`src/hdl/nfir_pkg.sv`:
```
// ----------------------------------------------------------------------------
// nfir_pkg
// Shared widths, register indexes and the per-cell step record for the
// normalized FIR filter.
// ----------------------------------------------------------------------------
`default_nettype none
package nfir_pkg;
  localparam int SAMPLE_W = 16;
  localparam int COEF_W   = 16;
  localparam int KSUM_W   = 20;
  localparam int TAPS_W   = 3;
  localparam int CFG_W    = 20;
  localparam int CFG_IDX_W = 3;
  // Sum of six 16x16 products fits in 35 bits.
  localparam int ACC_W    = 35;
  localparam int QUOT_W   = 35;
  localparam int CNT_W    = 6;

  localparam logic [CFG_IDX_W-1:0] REG_TAPS = 3'd0;
  localparam logic [CFG_IDX_W-1:0] REG_KSUM = 3'd7;

  // Control carried from the sequencer to the tap cells.
  typedef struct packed {
    logic shift;   // accept a new sample into the chain
    logic mac;     // each cell registers its product with the tap weight
    logic pass;    // move partial sums one cell toward the output
  } cell_ctl_t;
endpackage
`default_nettype wire

```
`src/hdl/nfir_cell.sv`:
```
// ----------------------------------------------------------------------------
// nfir_cell
// One tap: holds one delay-line sample, forms its product with the tap
// weight, and adds it to the partial sum handed in from its neighbor.
// ----------------------------------------------------------------------------
`default_nettype none
module nfir_cell (
  input  wire logic                                  clk,
  input  wire logic                                  rst_n,
  input  wire nfir_pkg::cell_ctl_t                   ctl,
  input  wire logic                                  active,
  input  wire logic signed [nfir_pkg::SAMPLE_W-1:0]  smp_in,
  input  wire logic signed [nfir_pkg::COEF_W-1:0]    coef,
  input  wire logic signed [nfir_pkg::ACC_W-1:0]     sum_in,
  output logic signed [nfir_pkg::SAMPLE_W-1:0]       smp_out,
  output logic signed [nfir_pkg::ACC_W-1:0]          sum_out
);
  logic signed [nfir_pkg::SAMPLE_W-1:0] smp_r;
  logic signed [31:0]                   prod_r;
  logic signed [nfir_pkg::ACC_W-1:0]    sum_r;

  // Sample register of the delay line.
  always_ff @(posedge clk) begin
    if (!rst_n) begin
      smp_r <= '0;
    end else if (ctl.shift) begin
      smp_r <= smp_in;
    end
  end

  // Registered product; unused taps contribute zero.
  always_ff @(posedge clk) begin
    if (ctl.mac) begin
      prod_r <= active ? smp_r * coef : 32'sd0;
    end
  end

  // Partial sum ripples one cell per pass cycle.
  always_ff @(posedge clk) begin
    if (ctl.pass) begin
      sum_r <= sum_in + nfir_pkg::ACC_W'(prod_r);
    end
  end

  assign smp_out = smp_r;
  assign sum_out = sum_r;
endmodule
`default_nettype wire

```
`config.mk`:
```
export PLATFORM = sky130hd
export DESIGN_NAME = nfir_cell
export DESIGN_NICKNAME = d
export VERILOG_FILES = /design/src/hdl/nfir_pkg.sv /design/src/hdl/nfir_cell.sv
export SDC_FILE = /design/constraint.sdc
export NUM_CORES = 1
export LEC_CHECK = 0
export BUFFER_PORTS_ARGS = -buffer_cell sky130_fd_sc_hd__clkbuf_2
export CORE_ASPECT_RATIO = 0.8
export CORE_MARGIN = 2
export CORE_UTILIZATION = 45
export CTS_BUF_LIST = sky130_fd_sc_hd__clkbuf_8
export CTS_CLUSTER_SIZE = 12
export DETAILED_ROUTE_END_ITERATION = 7
export PLACE_DENSITY = 0.71
export SLEW_MARGIN = 40
export SYNTH_ARGS = -nofsm -noshare
export SYNTH_HDL_FRONTEND = slang
export SYNTH_SLANG_ARGS = --single-unit
```
`constraint.sdc`:
```
create_clock -name clk -period 18.5 [get_ports clk]
set_input_delay 0.925 -clock clk [delete_from_list [all_inputs] [get_ports clk]]
set_output_delay 0.925 -clock clk [all_outputs]
set_load 0.01 [all_outputs]
```
==> results list <==
* Final setup TNS: 0 ns
* Sink count of the clock tree: 83
- In the synthesized netlist, the number of instances is 1493.
- Setup repair after global routing left no endpoint under its margin.
- Synthesis inferred 83 register bits.
* Total of buffers placed on input and output ports: about 120
- Multiplexer fraction of the synthesized cell area: under 10%
- Warnings from Yosys: 0
* Setup slack, reg-to-reg: around 12 ns
* Yosys cell types: between 50 and 60
- The tightest min-delay check is of the flip-flop to flip-flop type.
- Each instance of the synthesized netlist takes up on average 9.65 um2.
- Compound-Gate Fraction of Synth Area: 7.97%
- The first global-routing pass estimated 54600 um of wire.
- Insertion delay of the later-clocked pin in the worst-skew pair: 0.39 ns
* Total CTS buffers: 9
- Run status: completed
* EDFF count, synth: 67
* # Max-Cap Violations: 0
- Final WL: between 30000 and 40000 um
- Cell Area, Placed: 15400 um2
* I/O pin count: ~120
- After clock tree synthesis, the setup repair step added 0 buffers.
- Clock slew at the register clock pins of the worst setup and hold paths: 0.10 ns
* Number of standard-cell rows in the floorplan: 58
- Kind of end point of the critical path: flip-flop
- Total standard cell area after synthesis: 14400 um2
- Once detail routing completed, the nets flagged for antenna violations numbered 0.
- 1st-iter DRT viols: 604
- Detailed-router iteration count before antenna repair: 5
* Antenna cell count: 0
- VDD sags by at most about 0.069 mV.
* TritonCTS clock tree: yes
* Cts repair resizes: 0
- The initial utilization of the core area, before any placement, comes to 45.7%.
* Maximum fanout along the worst path: 18
- The analysis attributes to cell leakage a power of 7.77 nW.
* FFs w/ async S/R, synth: 0%
- Pwr/cell area: 123 nW/um2
- The longest clock path from root to sink contains 2 buffers.
- GRT Total Usage: 21.0%
- Initial antenna violation count: 0
- Critical Setup Path Class: flip-flop to flip-flop
* Share of synthesized cell area in full adder, half adder and majority cells: 46.6%
- After synthesis, flip-flops and latches occupy approximately 16% of the total area.
- Entering global routing, the biggest net connects 42 pins.
* Endpoint required time on the critical path: 18.64 ns
- Worst Max-Slew Pin Slew: slightly below 0.9 ns
- Setup violations remaining at the end of the flow were counted as 0.
* Xor/xnor share of the synthesized area: 3.22%
- The root buffer cell chosen for the clock tree is clkbuf_8.
* Final RePlAce weighted congestion: ~0.9
- From synthesis to final layout, the design area changed by 8.27%.
- Chip Height: 164 um
- Vias in the first global route: 10500
- Overflow left after global routing: 0
- In the routed design, unresolved DRC markers number 0.
- STA puts the critical path data arrival time at 6.87 ns.
* Die area: 33500 um2
* Final Instance Area: 15600 um2
* Min Clock Period, post-route: between 6 and 7 ns
- After detailed routing, the average wire length per cell comes to ~17 um.
* Final worst path period share: 36.4%
- In the synthesized netlist the dominant register cell turns out to be edfxtp_1.
* Detailed-route vias per instance: 5.04
- The floorplan step defined a core boundary enclosing 31500 um2.
- The final max-slew violation count was 0.
- HPWL after detailed placement: 27200 um
- For this design, the CTS-stage hold fixing added 0 buffers.
- The number of nets handed over by synthesis was 1945.
* Area fraction in and, or, nand and nor cells after synthesis: 15.2%
- Clk_skew: 0.0189 ns
- Maximum level of the CTS H-tree: 3
* Dominant combinational cell family by area after synthesis: adder cells
* Total number of vias: about 10000
* Crit path launch type: flip-flop
- Max Fclk: 149 MHz
* Number of nets in the layout: 2038
* Fillers: 2934
* Final Hold Viols: 0
- Headroom to the max-slew limit came out at 41.2%.
- The post-route netlist has 9.18% of its cells at a drive strength greater than 1.
* Die X-Extent: 204 um
==> flip-flops by register name, summed over array words and instances, names as in the netlist <==
signal / count
sum_out: 35
prod_r: 32
smp_out: 16
==> layout make-up <==
type                            instances  area (um2)  area share, %
Multi-Input combinational cell       1046       10700           68.6
Inverter                              322        1210           7.75
Tap cell                              420         526           3.37
Sequential cell                        83        2330           15.0
Clock inverter                          7        73.8          0.473
Clock buffer                            9         124          0.794
Timing Repair Buffer                  124         623           4.00
==> power breakdown <==
part	switching [W]	leakage (nW)	total, W	internal [W]
clock	0.0000774	0.100	0.000141	0.0000634
sequential	0.0000305	0.801	0.000339	0.000309
combinational	0.000810	6.87	0.00144	0.000626
total	0.000918	7.77	0.00192	0.000998
==> synthesized netlist by cell type, types with 5 or more instances <==
cell,instances,share of area (%)
and2_1,144,6.3
nor2_1,40,1.0
o21a_1,5,0.26
ha_1,116,10
xnor2_1,37,2.2
a211oi_1,10,0.52
a21oi_1,46,1.6
o21bai_1,5,0.26
and3_1,7,0.30
a21o_1,25,1.3
mux2i_1,19,1.3
dfxtp_1,16,2.2
nand2b_1,14,0.61
o31ai_1,5,0.26
nor3_1,10,0.35
o211ai_1,6,0.31
o21ai_0,20,0.69
inv_1,322,8.4
clkbuf_1,42,1.1
nand3_1,9,0.31
edfxtp_1,67,14
a31oi_1,5,0.22
xor2_1,16,0.97
nand4_1,9,0.39
nor2b_1,25,1.1
nand2_1,146,3.8
fa_1,263,37
o21ai_1,15,0.52
==> through the flow <==
stage | util (%) | setup slack, ns | hold slack, ns | std cells | power (W)
final | 49.5 | 11.77 | 0.555 | 2011 | 0.00192
after global routing | 49.5 | 11.47 | 0.613 | 2011 | 0.00215
after floorplan | - | 11.97 | 0.513 | 1493 | 0.00144
after global placement | 48.9 | 11.63 | 0.530 | 1995 | 0.00173
after detailed placement | 48.9 | 11.49 | 0.527 | 1995 | 0.00178
after CTS | 49.5 | 11.86 | 0.559 | 2011 | 0.00192
==> worst max-delay path, stage by stage (launching register included) <==
cell	delay (ns)
dfxtp_1	0.88
nand2_1	0.17
fa_1	0.55
fa_1	0.54
inv_1	0.05
fa_1	0.52
inv_1	0.07
fa_1	0.56
fa_1	0.43
fa_1	0.49
inv_1	0.04
ha_1	0.33
a21oi_1	0.28
o211ai_1	0.19
nand2b_1	0.18
a41oi_1	0.39
o31ai_2	0.17
a211o_1	0.36
o211ai_1	0.18
o21ai_1	0.09
==> worst paths after layout <==
kind	depth (start not counted)	from	end
hold reg to reg	1	prod_r[0]	sum_out[0]
hold / removal	1	prod_r[0]	sum_out[0]
setup / recovery	19	smp_out[11]	prod_r[31]
setup reg to reg	19	smp_out[11]	prod_r[31]
==> metal layers <==
layer	GRT usage, %	wire length [um]
met3	5.97	3080
met4	3.82	319
met5	0	0
met1	31.2	16300
met2	30.7	13500
==> placed cells by master, fill, tap and decap left out, drive strengths merged, types with 7 or more instances in the layout <==
cell type / synthesis / layout
inv: 322 / 325
fa: 263 / 263
nand2: 146 / 146
and2: 144 / 144
clkbuf: 42 / 130
ha: 116 / 116
edfxtp: 67 / 67
a21oi: 46 / 46
nor2: 40 / 40
xnor2: 37 / 37
o21ai: 35 / 35
a21o: 25 / 25
nor2b: 25 / 25
mux2i: 19 / 19
xor2: 16 / 16
dfxtp: 16 / 16
nand2b: 14 / 14
a211oi: 10 / 10
nor3: 10 / 10
nand3: 9 / 9
nand4: 9 / 9
and3: 7 / 7
==> cells by family (layout without fill, tap and decap cells) <==
group	after synthesis	count (layout)
simple gates	424	424
fa+ha+maj	379	379
buf+inv	364	462
compound gates	171	171
flops	83	83
xor+xnor	53	53
mux	19	19
(Power assumes the default switching activity.)
