--- src/hdl/nfir_pkg.sv ---
// ----------------------------------------------------------------------------
// nfir_pkg
// Shared widths, register indexes and the per-cell step record for the
// normalized FIR filter.
// ----------------------------------------------------------------------------
`default_nettype none
package nfir_pkg;
  localparam int SAMPLE_W = 16;
  localparam int COEF_W   = 16;
  localparam int KSUM_W   = 20;
  localparam int TAPS_W   = 3;
  localparam int CFG_W    = 20;
  localparam int CFG_IDX_W = 3;
  // Sum of six 16x16 products fits in 35 bits.
  localparam int ACC_W    = 35;
  localparam int QUOT_W   = 35;
  localparam int CNT_W    = 6;

  localparam logic [CFG_IDX_W-1:0] REG_TAPS = 3'd0;
  localparam logic [CFG_IDX_W-1:0] REG_KSUM = 3'd7;

  // Control carried from the sequencer to the tap cells.
  typedef struct packed {
    logic shift;   // accept a new sample into the chain
    logic mac;     // each cell registers its product with the tap weight
    logic pass;    // move partial sums one cell toward the output
  } cell_ctl_t;
endpackage
`default_nettype wire

--- src/hdl/nfir_div.sv ---
// ----------------------------------------------------------------------------
// nfir_div
// Signed restoring divider, one quotient bit per cycle, truncating toward
// zero, with 16-bit saturation of the quotient.
// ----------------------------------------------------------------------------
`default_nettype none
module nfir_div (
  input  wire logic                                 clk,
  input  wire logic                                 rst_n,
  input  wire logic                                 start,
  input  wire logic signed [nfir_pkg::ACC_W-1:0]    dividend,
  input  wire logic signed [nfir_pkg::KSUM_W-1:0]   divisor,
  output logic                                      done,
  output logic signed [nfir_pkg::SAMPLE_W-1:0]      quot,
  output logic                                      clip
);
  localparam int W = nfir_pkg::QUOT_W;

  logic          busy_r;
  logic [5:0]    cnt_r;
  logic [W-1:0]  num_r;
  logic [W:0]    rem_r;
  logic [W-1:0]  den_r;
  logic          neg_r;
  logic [W:0]    trial;
  logic [W:0]    rem_sh;
  logic [W:0]    qmag;
  logic signed [W+1:0] qs;

  assign rem_sh = {rem_r[W-1:0], num_r[W-1]};
  assign trial  = rem_sh - {1'b0, den_r};

  // Iterate one bit per cycle; num_r collects quotient bits as it empties.
  always_ff @(posedge clk) begin
    if (!rst_n) begin
      busy_r <= 1'b0;
      done   <= 1'b0;
      cnt_r  <= '0;
    end else begin
      done <= 1'b0;
      if (start) begin
        busy_r <= 1'b1;
        cnt_r  <= 6'(W);
        num_r  <= dividend[W-1] ? W'(-dividend) : W'(dividend);
        den_r  <= divisor[nfir_pkg::KSUM_W-1] ? W'(-W'(divisor)) : W'(divisor);
        neg_r  <= dividend[W-1] ^ divisor[nfir_pkg::KSUM_W-1];
        rem_r  <= '0;
      end else if (busy_r) begin
        if (!trial[W]) begin
          rem_r <= trial;
          num_r <= {num_r[W-2:0], 1'b1};
        end else begin
          rem_r <= rem_sh;
          num_r <= {num_r[W-2:0], 1'b0};
        end
        cnt_r <= cnt_r - 6'd1;
        if (cnt_r == 6'd1) begin
          busy_r <= 1'b0;
          done   <= 1'b1;
        end
      end
    end
  end

  // Sign and saturate the finished magnitude.
  always_comb begin
    qmag = {1'b0, num_r};
    qs   = neg_r ? -$signed({1'b0, qmag}) : $signed({1'b0, qmag});
    clip = 1'b0;
    quot = qs[nfir_pkg::SAMPLE_W-1:0];
    if (qs > (W+2)'(32767)) begin
      quot = 16'sh7fff;
      clip = 1'b1;
    end else if (qs < -(W+2)'(32768)) begin
      quot = 16'sh8000;
      clip = 1'b1;
    end
  end
endmodule
`default_nettype wire

--- config.mk ---
export PLATFORM = sky130hd
export DESIGN_NAME = nfir_div
export DESIGN_NICKNAME = d
export VERILOG_FILES = /design/src/hdl/nfir_pkg.sv /design/src/hdl/nfir_div.sv
export SDC_FILE = /design/constraint.sdc
export NUM_CORES = 1
export LEC_CHECK = 0
export BUFFER_PORTS_ARGS = -buffer_cell sky130_fd_sc_hd__clkbuf_2
export CELL_PAD_IN_SITES_DETAIL_PLACEMENT = 0
export CELL_PAD_IN_SITES_GLOBAL_PLACEMENT = 2
export CORE_MARGIN = 2
export CORE_UTILIZATION = 25
export CTS_BUF_LIST = sky130_fd_sc_hd__clkbuf_16
export DETAILED_ROUTE_END_ITERATION = 7
export PLACE_DENSITY_LB_ADDON = 0.15
export SYNTH_ARGS = -nofsm -noshare
export SYNTH_HDL_FRONTEND = slang
export SYNTH_SLANG_ARGS = --single-unit
--- constraint.sdc ---
create_clock -name clk -period 5.7 [get_ports clk]
set_input_delay 0.855 -clock clk [delete_from_list [all_inputs] [get_ports clk]]
set_output_delay 0.855 -clock clk [all_outputs]
set_load 0.02 [all_outputs]
==> impl_summary.txt, run 1 <==
----------------------------------------------------
[Worst setup path]
  Worst setup path class ... reg -> out
  Cell family with most CP delay ... simple AND/OR/NAND/NOR gates
  Slowest library cell on the worst path ... sky130_fd_sc_hd__a21boi_2
  Path length in cells of the critical path ... 9
  CP arrival ... 4320 ps
  Startpoint kind of the worst setup timing path ... flop
  Kind of end point of the critical path ... output pin
  Required time of the critical path ... 4850 ps
  Buffers & Inverters on Critical Path ... 1
  Largest fanout of any net on the critical path ... 16
  Crit path cell chain ... or4_4 > or4_1 > nor3_1 > a21oi_1 > o2111ai_1 > nor4_1 > a21boi_2 > or2_1 > clkbuf_2
  Delay of the slowest critical-path stage ... 790 ps
  Worst r2r path cells ... 12

[Timing]
  Slew at the pin with the worst max-slew slack ... 1134 ps
  Final hold violation count ... 0
  Worst setup margin ... 525.6 ps
  Setup TNS ... 0 ps
  Shortest clock period the worst path allows after layout ... 5174 ps
  Worst slew slack as a fraction of its limit ... 23.43%
  Max-slew violation count ... 0
  RSZ-0062 raised after global routing ... false
  # setup viols final ... 0
  Worst setup skew after layout ... 11.12 ps
  Highest attainable clock frequency ... 193.3 MHz
  Share of the clock period used by the worst path ... 90.78%

[Placement]
  Routability-driven placement congestion ratio ... 0.7508
  Total placed instance area ... 9673 µm²
  Placed wire-length estimate ... 18.20 mm
  DP Worst Slack ... 949.5 ps
  Port Buffer Count ... 75

[Floorplan]
  Effective utilization at floorplan ... 25.45%
  Floorplan row count ... 68
  Die X ... 191.8 µm
  Core area ... 34630 µm²
  DIE HEIGHT ... 191.8 µm
  Die area ... 36770 µm²
  Top-level port count ... 76

[Logic synthesis]
  Post-Syn Area ... 8813 µm²
  Share of synthesized cell area in full adder, half adder and majority cells ... 5.906%
  Share of synthesized registers carrying an async set or reset ... 0%
  Main combinational cell family by area after synthesis ... compound AO/OA/AOI/OAI gates
  Distinct cell type count of the synthesized netlist ... 78
  Basic-gate share of the synthesized area counting and, or, nand and nor cells ... 19.82%
  Flops & latches, synth ... 114
  Share of synthesized area spent on multiplexers ... 1.349%
  Share of the yosys chip area belonging to registers ... 37.93%
  Share of the synthesized area in compound gates (AO/OA/AOI/OAI) ... 19.88%
  Count of flip-flops with a built-in enable after synthesis ... 106
  Gate count of the mapped netlist ... 1002
  Number of synthesis warnings ... 0
  Xor and xnor fraction of the mapped netlist area ... 10.24%
  Dominant synthesized flop cell ... sky130_fd_sc_hd__edfxtp_1
  Synthesized area per cell ... 8.796 µm²

[Layout]
  Most frequent cells in the layout ... sky130_fd_sc_hd__nand2_1 (124), sky130_fd_sc_hd__edfxtp_1 (106), sky130_fd_sc_hd__a21oi_1 (100)
  Fraction of final layout cells with drive strength greater than 1 ... 13.35%
  Relative area change from synthesis to final layout ... 15.72%
  Diodes inserted ... 0
  Net count reported at finish ... 1165
  Most common cell after layout, fill and taps aside ... sky130_fd_sc_hd__nand2_1
  Final standard cell area without fillers ... 10200 µm²
  Post-layout utilization of the core ... 29.45%

[Global routing]
  Pin count of the biggest net entering global routing ... 72
  Initial antenna violation count ... 0
  Wire length of the first global-routing pass ... 39.85 mm
  Total gr overflow ... 0
  Number of global-route vias before repair ... 7245
  Overall Global Routing Usage ... 13.88%

[Flow run]
  Number of max-cap violations ... 0

[CTS]
  Clock tree root buffer cell ... sky130_fd_sc_hd__clkbuf_16
  Hold-fix buffer count after cts ... 0
  CTS tree ... done
  Register clock-pin slew on the reported worst setup and hold paths ... 60 ps
  Total CTS buffers ... 17
  Number of H-tree branching levels ... 4
  Insertion delay to the later sink of the worst-skew pair ... 430 ps
  Worst-case clock buffer depth ... 2
  Setup Fix Bufs, Post-CTS ... 0
  Resized Gates After CTS ... 0
  Number of clock sinks ... 114

[Routing]
  WL per Instance ... 16.08 µm
  Post-route ant nets ... 0
  Via density ... 4.728
  First-pass iteration count of the detailed router ... 4
  Number of vias after detailed routing ... 7252
  Total wire length after detailed routing ... 24.67 mm
  Starting DRC count in detailed routing ... 329
  Final routed DRC violation total ... 0

[Hold path]
  Worst min-delay path category ... reg -> reg
  Cell count of the worst hold path ... 2

[Power]
  Leakage power figure ... 0.003965 µW
  Peak supply drop ... 198.7 µV
  Final Total Pwr ... 2933 µW
  Power density over the cells ... 287.6 nW/µm²

[Outcome]
  Result of the run ... completed

----------------------------------------------------
==> metrics by stage <==
stage,cells,hold slack (ps)
after global routing,1534,597.4
after floorplan,1016,489.0
after detailed placement,1502,539.1
final,1534,560.5
after global placement,1502,542.7
after CTS,1534,566.8
==> synth_stat cells (5+ instances only) <==
cell type                  number  area (µm²)
sky130_fd_sc_hd__or2_2          5       31.28
sky130_fd_sc_hd__o31ai_1       20       150.1
sky130_fd_sc_hd__nor2_1        74       277.8
sky130_fd_sc_hd__xnor2_1       43       376.6
sky130_fd_sc_hd__o21a_1         9       67.56
sky130_fd_sc_hd__o41ai_1       10       87.58
sky130_fd_sc_hd__a31oi_1        8       50.05
sky130_fd_sc_hd__inv_1         56       210.2
sky130_fd_sc_hd__nand3b_1       6       45.04
sky130_fd_sc_hd__o21ai_1        5       25.02
sky130_fd_sc_hd__nand2_1      124       465.5
sky130_fd_sc_hd__nor4_1        12       75.07
sky130_fd_sc_hd__nor2b_1       11       68.82
sky130_fd_sc_hd__o21ai_0       50       250.2
sky130_fd_sc_hd__a21oi_1      100       500.5
sky130_fd_sc_hd__or4_1         19       142.6
sky130_fd_sc_hd__clkbuf_1      44       165.2
sky130_fd_sc_hd__dfxtp_1        8       160.2
sky130_fd_sc_hd__edfxtp_1     106        3183
sky130_fd_sc_hd__nand2b_1      18       112.6
sky130_fd_sc_hd__nor3_1        17       85.08
sky130_fd_sc_hd__mux2i_1        7       70.07
sky130_fd_sc_hd__nand3_1       18       90.09
sky130_fd_sc_hd__nand4_1        8       50.05
sky130_fd_sc_hd__o21ai_2       10       87.58
sky130_fd_sc_hd__and3_1         5       31.28
sky130_fd_sc_hd__o211ai_1       5       37.54
sky130_fd_sc_hd__xor2_1        60       525.5
sky130_fd_sc_hd__a21o_1        14       105.1
sky130_fd_sc_hd__or3_1         12       75.07
sky130_fd_sc_hd__ha_1          40       500.5
sky130_fd_sc_hd__a211oi_1      10       75.07
==> final timing paths <==
| check | start | end | slack [ps] |
|---|---|---|---|
| worst max-delay path | num_r[23]$_DFFE_PP_ | clip | 530 |
| worst min-delay path | cnt_r[4]$_SDFFE_PP0P_ | cnt_r[4]$_SDFFE_PP0P_ | 560 |
| worst max register to register | num_r[34]$_DFFE_PP_ | rem_r[10]$_SDFFCE_PP0P_ | 1870 |
| worst min register to register | cnt_r[4]$_SDFFE_PP0P_ | cnt_r[4]$_SDFFE_PP0P_ | 560 |
==> layout make-up <==
class                      instances  area [µm²]
multi-input combinational        796        5131
clock inverter                    14       75.07
clock buffer                      18       450.4
sequential                       114        3343
tap                              455       569.3
inverter                          57       214.0
fill                            3706       24430
timing repair buffer              80       415.4
==> layer usage <==
layer,part of all wire (%),GRT usage (%)
met1,53,19.94
met2,44,21.30
met3,2.8,2.869
met4,0.80,3.077
met5,0,0
==> where the power goes <==
| part | internal (µW) | switching [µW] |
|---|---|---|
| clock | 567 | 402 |
| sequential | 1020 | 65.9 |
| combinational | 342 | 532 |
| total | 1930 | 1000 |
==> worst register-to-register path, stage by stage, from the launching register on <==
cell and delay (ps):
sky130_fd_sc_hd__edfxtp_1 510, sky130_fd_sc_hd__inv_1 180, sky130_fd_sc_hd__ha_1 210, sky130_fd_sc_hd__nand2b_1 140, sky130_fd_sc_hd__a21oi_1 120, sky130_fd_sc_hd__o21ai_0 300, sky130_fd_sc_hd__nand2_1 250, sky130_fd_sc_hd__a21o_1 260
sky130_fd_sc_hd__o221ai_1 530, sky130_fd_sc_hd__xor2_4 540, sky130_fd_sc_hd__buf_4 390, sky130_fd_sc_hd__nand2_1 90, sky130_fd_sc_hd__a21oi_1 150
==> cells by family after synthesis <==
| family | Yosys count |
|---|---|
| flip-flops | 114 |
| AO/OA/AOI/OAI | 276 |
| buffers and inverters | 106 |
| XOR/XNOR | 103 |
| other | 1 |
| multiplexers | 11 |
| adder cells (fa/ha/maj) | 41 |
| AND/OR/NAND/NOR | 350 |
==> state kept, by name, indices dropped and copies added, names as in the netlist <==
signal,flops
den_r,35
num_r,35
rem_r,35
cnt_r,6
busy_r,1
done,1
neg_r,1
No activity file was read; power rests on OpenSTA's default activity.
==> inputs of run 2 (changes only) <==
- REMOVE_ABC_BUFFERS: default -> 1
==> impl_summary.txt, run 2 (synthesis results as in run 1) <==
----------------------------------------------------
[Outcome]
  Result of the run ... completed

[Worst setup path]
  Startpoint of the worst-slack reg-to-reg timing path ... num_r[34]$_DFFE_PP_
  Reg-to-reg setup timing slack ... 1800 ps
  CP arrival ... 4340 ps
  Worst r2r path cells ... 12
  Startpoint kind of the worst setup timing path ... flop
  Largest fanout of any net on the critical path ... 16
  First element of the critical path ... num_r[23]$_DFFE_PP_
  Required time of the critical path ... 4850 ps
  Kind of end point of the critical path ... output pin
  Worst setup path class ... reg -> out

[Layout]
  Fraction of final layout cells with drive strength greater than 1 ... 13.43%
  Diodes inserted ... 0
  Relative area change from synthesis to final layout ... 16.52%
  Most common cell after layout, fill and taps aside ... sky130_fd_sc_hd__nand2_1
  Registers with the most flip-flops ... den_r (35), num_r (35), rem_r (35)
  Final standard cell area without fillers ... 10270 µm²
  Most frequent cells in the layout ... sky130_fd_sc_hd__nand2_1 (124), sky130_fd_sc_hd__edfxtp_1 (106), sky130_fd_sc_hd__a21oi_1 (100)
  Net count reported at finish ... 1166
  Fill cells ... 3663

[CTS]
  Hold-fix buffer count after cts ... 0
  Number of H-tree branching levels ... 4
  Register clock-pin slew on the reported worst setup and hold paths ... 60 ps
  Worst-case clock buffer depth ... 2
  Total CTS buffers ... 17
  Insertion delay to the later sink of the worst-skew pair ... 420 ps
  Resized Gates After CTS ... 0
  Clock tree root buffer cell ... sky130_fd_sc_hd__clkbuf_16
  Number of clock sinks ... 114
  Setup Fix Bufs, Post-CTS ... 0
  CTS tree ... done

[Floorplan]
  Core area ... 34630 µm²
  Effective utilization at floorplan ... 25.45%
  Top-level port count ... 76
  DIE HEIGHT ... 191.8 µm
  Floorplan row count ... 68
  Die X ... 191.8 µm
  Die area ... 36770 µm²

[Power]
  Leakage power figure ... 0.004021 µW
  Part of the total power dissipated in sequential elements ... 35.5%
  Net switching share of the total power ... 33.16%
  Final Total Pwr ... 3060 µW
  Combinational share of power ... 28.8%
  Peak supply drop ... 205.2 µV
  Internal power of the cells ... 2045 µW
  Switching power summed over all nets ... 1015 µW
  Power density over the cells ... 297.9 nW/µm²
  Relative contribution of the clock network to total power ... 35.7%

[Routing]
  Via density ... 4.816
  First-pass iteration count of the detailed router ... 5
  Final routed DRC violation total ... 0
  WL per Instance ... 16.10 µm
  Post-route ant nets ... 0
  Total wire length after detailed routing ... 24.71 mm
  Starting DRC count in detailed routing ... 413
  Number of vias after detailed routing ... 7393

[Global routing]
  Wire length of the first global-routing pass ... 40.58 mm
  Number of global-route vias before repair ... 7480
  Total gr overflow ... 0
  Pin count of the biggest net entering global routing ... 67
  Overall Global Routing Usage ... 14.10%
  Initial antenna violation count ... 0

[Timing]
  Worst setup margin ... 502.7 ps
  Slew at the pin with the worst max-slew slack ... 1011 ps
  Highest attainable clock frequency ... 192.4 MHz
  # setup viols final ... 0
  Worst setup skew after layout ... 10.40 ps
  Setup TNS ... 0 ps
  Final hold violation count ... 0
  Max-slew violation count ... 0
  Shortest clock period the worst path allows after layout ... 5197 ps
  Worst slew slack as a fraction of its limit ... 32.62%
  RSZ-0062 raised after global routing ... false
  Share of the clock period used by the worst path ... 91.18%

[Hold path]
  Startpoint of the most critical hold path ... cnt_r[4]$_SDFFE_PP0P_
  Cell count of the worst hold path ... 2
  Worst min-delay path category ... reg -> reg

[Flow run]
  Number of max-cap violations ... 0

[Placement]
  Placed wire-length estimate ... 17.78 mm
  DP Worst Slack ... 983.8 ps
  Total placed instance area ... 9669 µm²
  Routability-driven placement congestion ratio ... 0.7942
  Port Buffer Count ... 75

----------------------------------------------------
## run 2: power by group through the flow
stage	logic [µW]	clock network, µW	registers [µW]
floorplan	628	0	1090
global placement	904	0	1100
detailed placement	891	0	1100
CTS	896	1130	1090
global route	1010	1160	1100
finish	881	1090	1090
## run 2: path summary, 6_finish.rpt
| check | end |
|---|---|
| worst max-delay path | quot[4] |
| worst min-delay path | cnt_r[4]$_SDFFE_PP0P_ |
| worst max register to register | rem_r[1]$_SDFFCE_PP0P_ |
| worst min register to register | cnt_r[4]$_SDFFE_PP0P_ |
## run 2: layout make-up
class	instances	area (µm²)	area share (%)
Inverter	57	214.0	2.083
Clock inverter	10	50.05	0.4873
Tap cell	455	569.3	5.543
Clock buffer	22	550.5	5.361
Timing Repair Buffer	81	422.9	4.118
Multi-Input combinational cell	796	5120	49.85
Sequential cell	114	3343	32.55
## run 2: worst max-delay path: stages, from the launching register on
cell	delay [ps]
sky130_fd_sc_hd__edfxtp_1	500
sky130_fd_sc_hd__or4_4	590
sky130_fd_sc_hd__or4_1	580
sky130_fd_sc_hd__nor3_1	550
sky130_fd_sc_hd__a21oi_1	130
sky130_fd_sc_hd__a311oi_1	270
sky130_fd_sc_hd__nor4_1	120
sky130_fd_sc_hd__a21boi_2	780
sky130_fd_sc_hd__o21ai_1	180
sky130_fd_sc_hd__clkbuf_2	190
## run 2: metal layers
metal,GRT usage (%),vias up,routed length (µm)
met5,0,-,0
met4,3.876,0,285
met3,2.174,16,587
met2,22.41,89,11200
met1,19.80,3521,12630
li1,-,3767,-
## run 2: through the flow
| step | util (%) | instances | hold slack [ps] |
|---|---|---|---|
| floorplan | - | 967 | 489.0 |
| global route | 29.66 | 1535 | 602.0 |
| CTS | 29.66 | 1535 | 567.7 |
| detailed placement | 27.92 | 1503 | 556.0 |
| global placement | 27.92 | 1503 | 541.4 |
| finish | 29.66 | 1535 | 563.2 |
==> inputs of run 3 (changes only) <==
- clock period: 5.7 -> 4.2 ns (I/O delays scaled with it)
==> impl_summary.txt, run 3 (synthesis results as in run 1) <==
----------------------------------------------------
[Flow run]
  Number of max-cap violations ... 0

[Layout]
  Fraction of final layout cells with drive strength greater than 1 ... 19.70%
  Registers with the most flip-flops ... den_r (35), num_r (35), rem_r (35)
  Area of the multi-input gates ... 5281 µm²
  Final standard cell area without fillers ... 10960 µm²
  Fill cells ... 3657
  Net count reported at finish ... 1223
  Area of all sequential standard cells ... 3343 µm²
  Diodes inserted ... 0
  Relative area change from synthesis to final layout ... 24.35%
  Most common cell after layout, fill and taps aside ... sky130_fd_sc_hd__nand2_1
  Most frequent cells in the layout ... sky130_fd_sc_hd__nand2_1 (124), sky130_fd_sc_hd__edfxtp_1 (106), sky130_fd_sc_hd__a21oi_1 (99)

[Worst setup path]
  Startpoint kind of the worst setup timing path ... flop
  CP arrival ... 3690 ps
  Required time of the critical path ... 3570 ps
  Largest fanout of any net on the critical path ... 8
  Worst setup path class ... reg -> out
  Kind of end point of the critical path ... output pin

[Timing]
  Slew at the pin with the worst max-slew slack ... 1082 ps
  Shortest clock period the worst path allows after layout ... 4317 ps
  Worst setup skew after layout ... 16.34 ps
  Max-slew violation count ... 0
  RSZ-0062 raised after global routing ... true
  Final hold violation count ... 0
  Setup TNS ... -1409 ps
  Worst setup margin ... -116.9 ps
  # setup viols final ... 16
  Share of the clock period used by the worst path ... 102.8%
  Worst slew slack as a fraction of its limit ... 27.50%
  Worst slack on hold paths ... 437.0 ps
  Highest attainable clock frequency ... 231.6 MHz

[Floorplan]
  Die X ... 191.8 µm
  DIE HEIGHT ... 191.8 µm
  Top-level port count ... 76
  Effective utilization at floorplan ... 25.45%
  Core area ... 34630 µm²
  Floorplan row count ... 68
  Die area ... 36770 µm²

[CTS]
  Insertion delay to the later sink of the worst-skew pair ... 420 ps
  Hold-fix buffer count after cts ... 0
  Clock tree root buffer cell ... sky130_fd_sc_hd__clkbuf_16
  Number of H-tree branching levels ... 4
  Total CTS buffers ... 17
  Number of clock sinks ... 114
  Worst-case clock buffer depth ... 2
  Register clock-pin slew on the reported worst setup and hold paths ... 70 ps
  CTS tree ... done

[Global routing]
  Pin count of the biggest net entering global routing ... 57
  Met2 Track Usage GR ... 23.31%
  Number of global-route vias before repair ... 7671
  Overall Global Routing Usage ... 14.87%
  Initial antenna violation count ... 0
  Met1 track utilization from global routing ... 21.57%
  Total gr overflow ... 0
  Global route hottest layer ... met2
  GR Util met3 ... 2.138%
  Wire length of the first global-routing pass ... 42.59 mm

[Power]
  Switching power summed over all nets ... 1470 µW
  Part of the total power dissipated in sequential elements ... 33.5%
  Peak supply drop ... 261.1 µV
  Final Total Pwr ... 4335 µW
  Relative contribution of the clock network to total power ... 35.9%
  Combinational share of power ... 30.6%
  Net switching share of the total power ... 33.92%
  Power density over the cells ... 395.5 nW/µm²
  Leakage power figure ... 0.004343 µW
  Internal power of the cells ... 2865 µW

[Placement]
  Total placed instance area ... 9962 µm²
  Port Buffer Count ... 75
  Routability-driven placement congestion ratio ... 0.7793
  Placed wire-length estimate ... 18.93 mm

[Routing]
  Starting DRC count in detailed routing ... 353
  WL per Instance ... 16.60 µm
  Number of vias after detailed routing ... 7595
  Via density ... 4.771
  First-pass iteration count of the detailed router ... 5
  Post-route ant nets ... 0
  Total wire length after detailed routing ... 26.43 mm
  Final routed DRC violation total ... 0

[Hold path]
  Worst min-delay path category ... in -> reg

[Outcome]
  Failing checks ... negative setup slack
  Result of the run ... finished with violations

----------------------------------------------------
run 3: changes by cell type in the layout (fill, tap and decap cells not counted), sizes merged:
cell      change
a21boi        +1
clkinv        +1
buf          +60
a31o          +1
inv           -2
clkinvlp      +3
bufinv        +3
clkbuf       -10
run 3: cell type report:
type / count / area share, %
multi-input cells: 798 / 48.19
inverters: 57 / 1.952
clock inverters: 15 / 1.690
well taps: 455 / 5.195
clock buffers: 17 / 3.882
repair buffers: 136 / 8.585
flip-flops and latches: 114 / 30.51
run 3: power by group through the flow:
stage,logic [µW],registers (µW),clock network (µW)
after floorplan,852,1480,0
after global placement,1300,1470,0
after detailed placement,1290,1470,0
after CTS,1330,1450,1610
after global routing,1500,1470,1650
final,1330,1450,1560
run 3: timing repair:
item	in CTS	in global routing
resized for setup	41	17
setup buffers	6	10
setup endpoints to repair	16	16
pin swaps	8	5
gates cloned	2	0
run 3: through the flow:
stage	util (%)	worst slack, ps	instances
floorplan	-	252.3	967
global placement	28.77	122.5	1542
detailed placement	28.77	105.2	1542
CTS	31.31	-171.9	1582
global route	31.65	-261.1	1592
finish	31.65	-116.9	1592
run 3: worst max-delay path, cell delays in order (launching register included):
cell	delay (ps)
sky130_fd_sc_hd__edfxtp_1	380
sky130_fd_sc_hd__or4_4	570
sky130_fd_sc_hd__nand4b_1	200
sky130_fd_sc_hd__buf_6	160
sky130_fd_sc_hd__or3_1	380
sky130_fd_sc_hd__mux2i_1	130
sky130_fd_sc_hd__or4_4	530
sky130_fd_sc_hd__nor4_4	210
sky130_fd_sc_hd__buf_4	190
sky130_fd_sc_hd__a21boi_4	110
sky130_fd_sc_hd__or2_1	220
sky130_fd_sc_hd__clkbuf_2	150
run 3: routing by layer:
layer  wire (µm)  share of wire, %
met1       13910                53
met2       11850                45
met3         527               2.0
met4         146              0.55
met5           0                 0
run 3: worst paths after layout:
kind                                 from                      to  slack (ps)  cells after the start
setup / recovery      num_r[13]$_DFFE_PP_                    clip        -120                     11
hold / removal                 divisor[0]      den_r[0]$_DFFE_PP_         440                      1
setup reg to reg  rem_r[11]$_SDFFCE_PP0P_  rem_r[1]$_SDFFCE_PP0P_         380                     11
hold reg to reg     cnt_r[4]$_SDFFE_PP0P_   cnt_r[4]$_SDFFE_PP0P_         560                      2
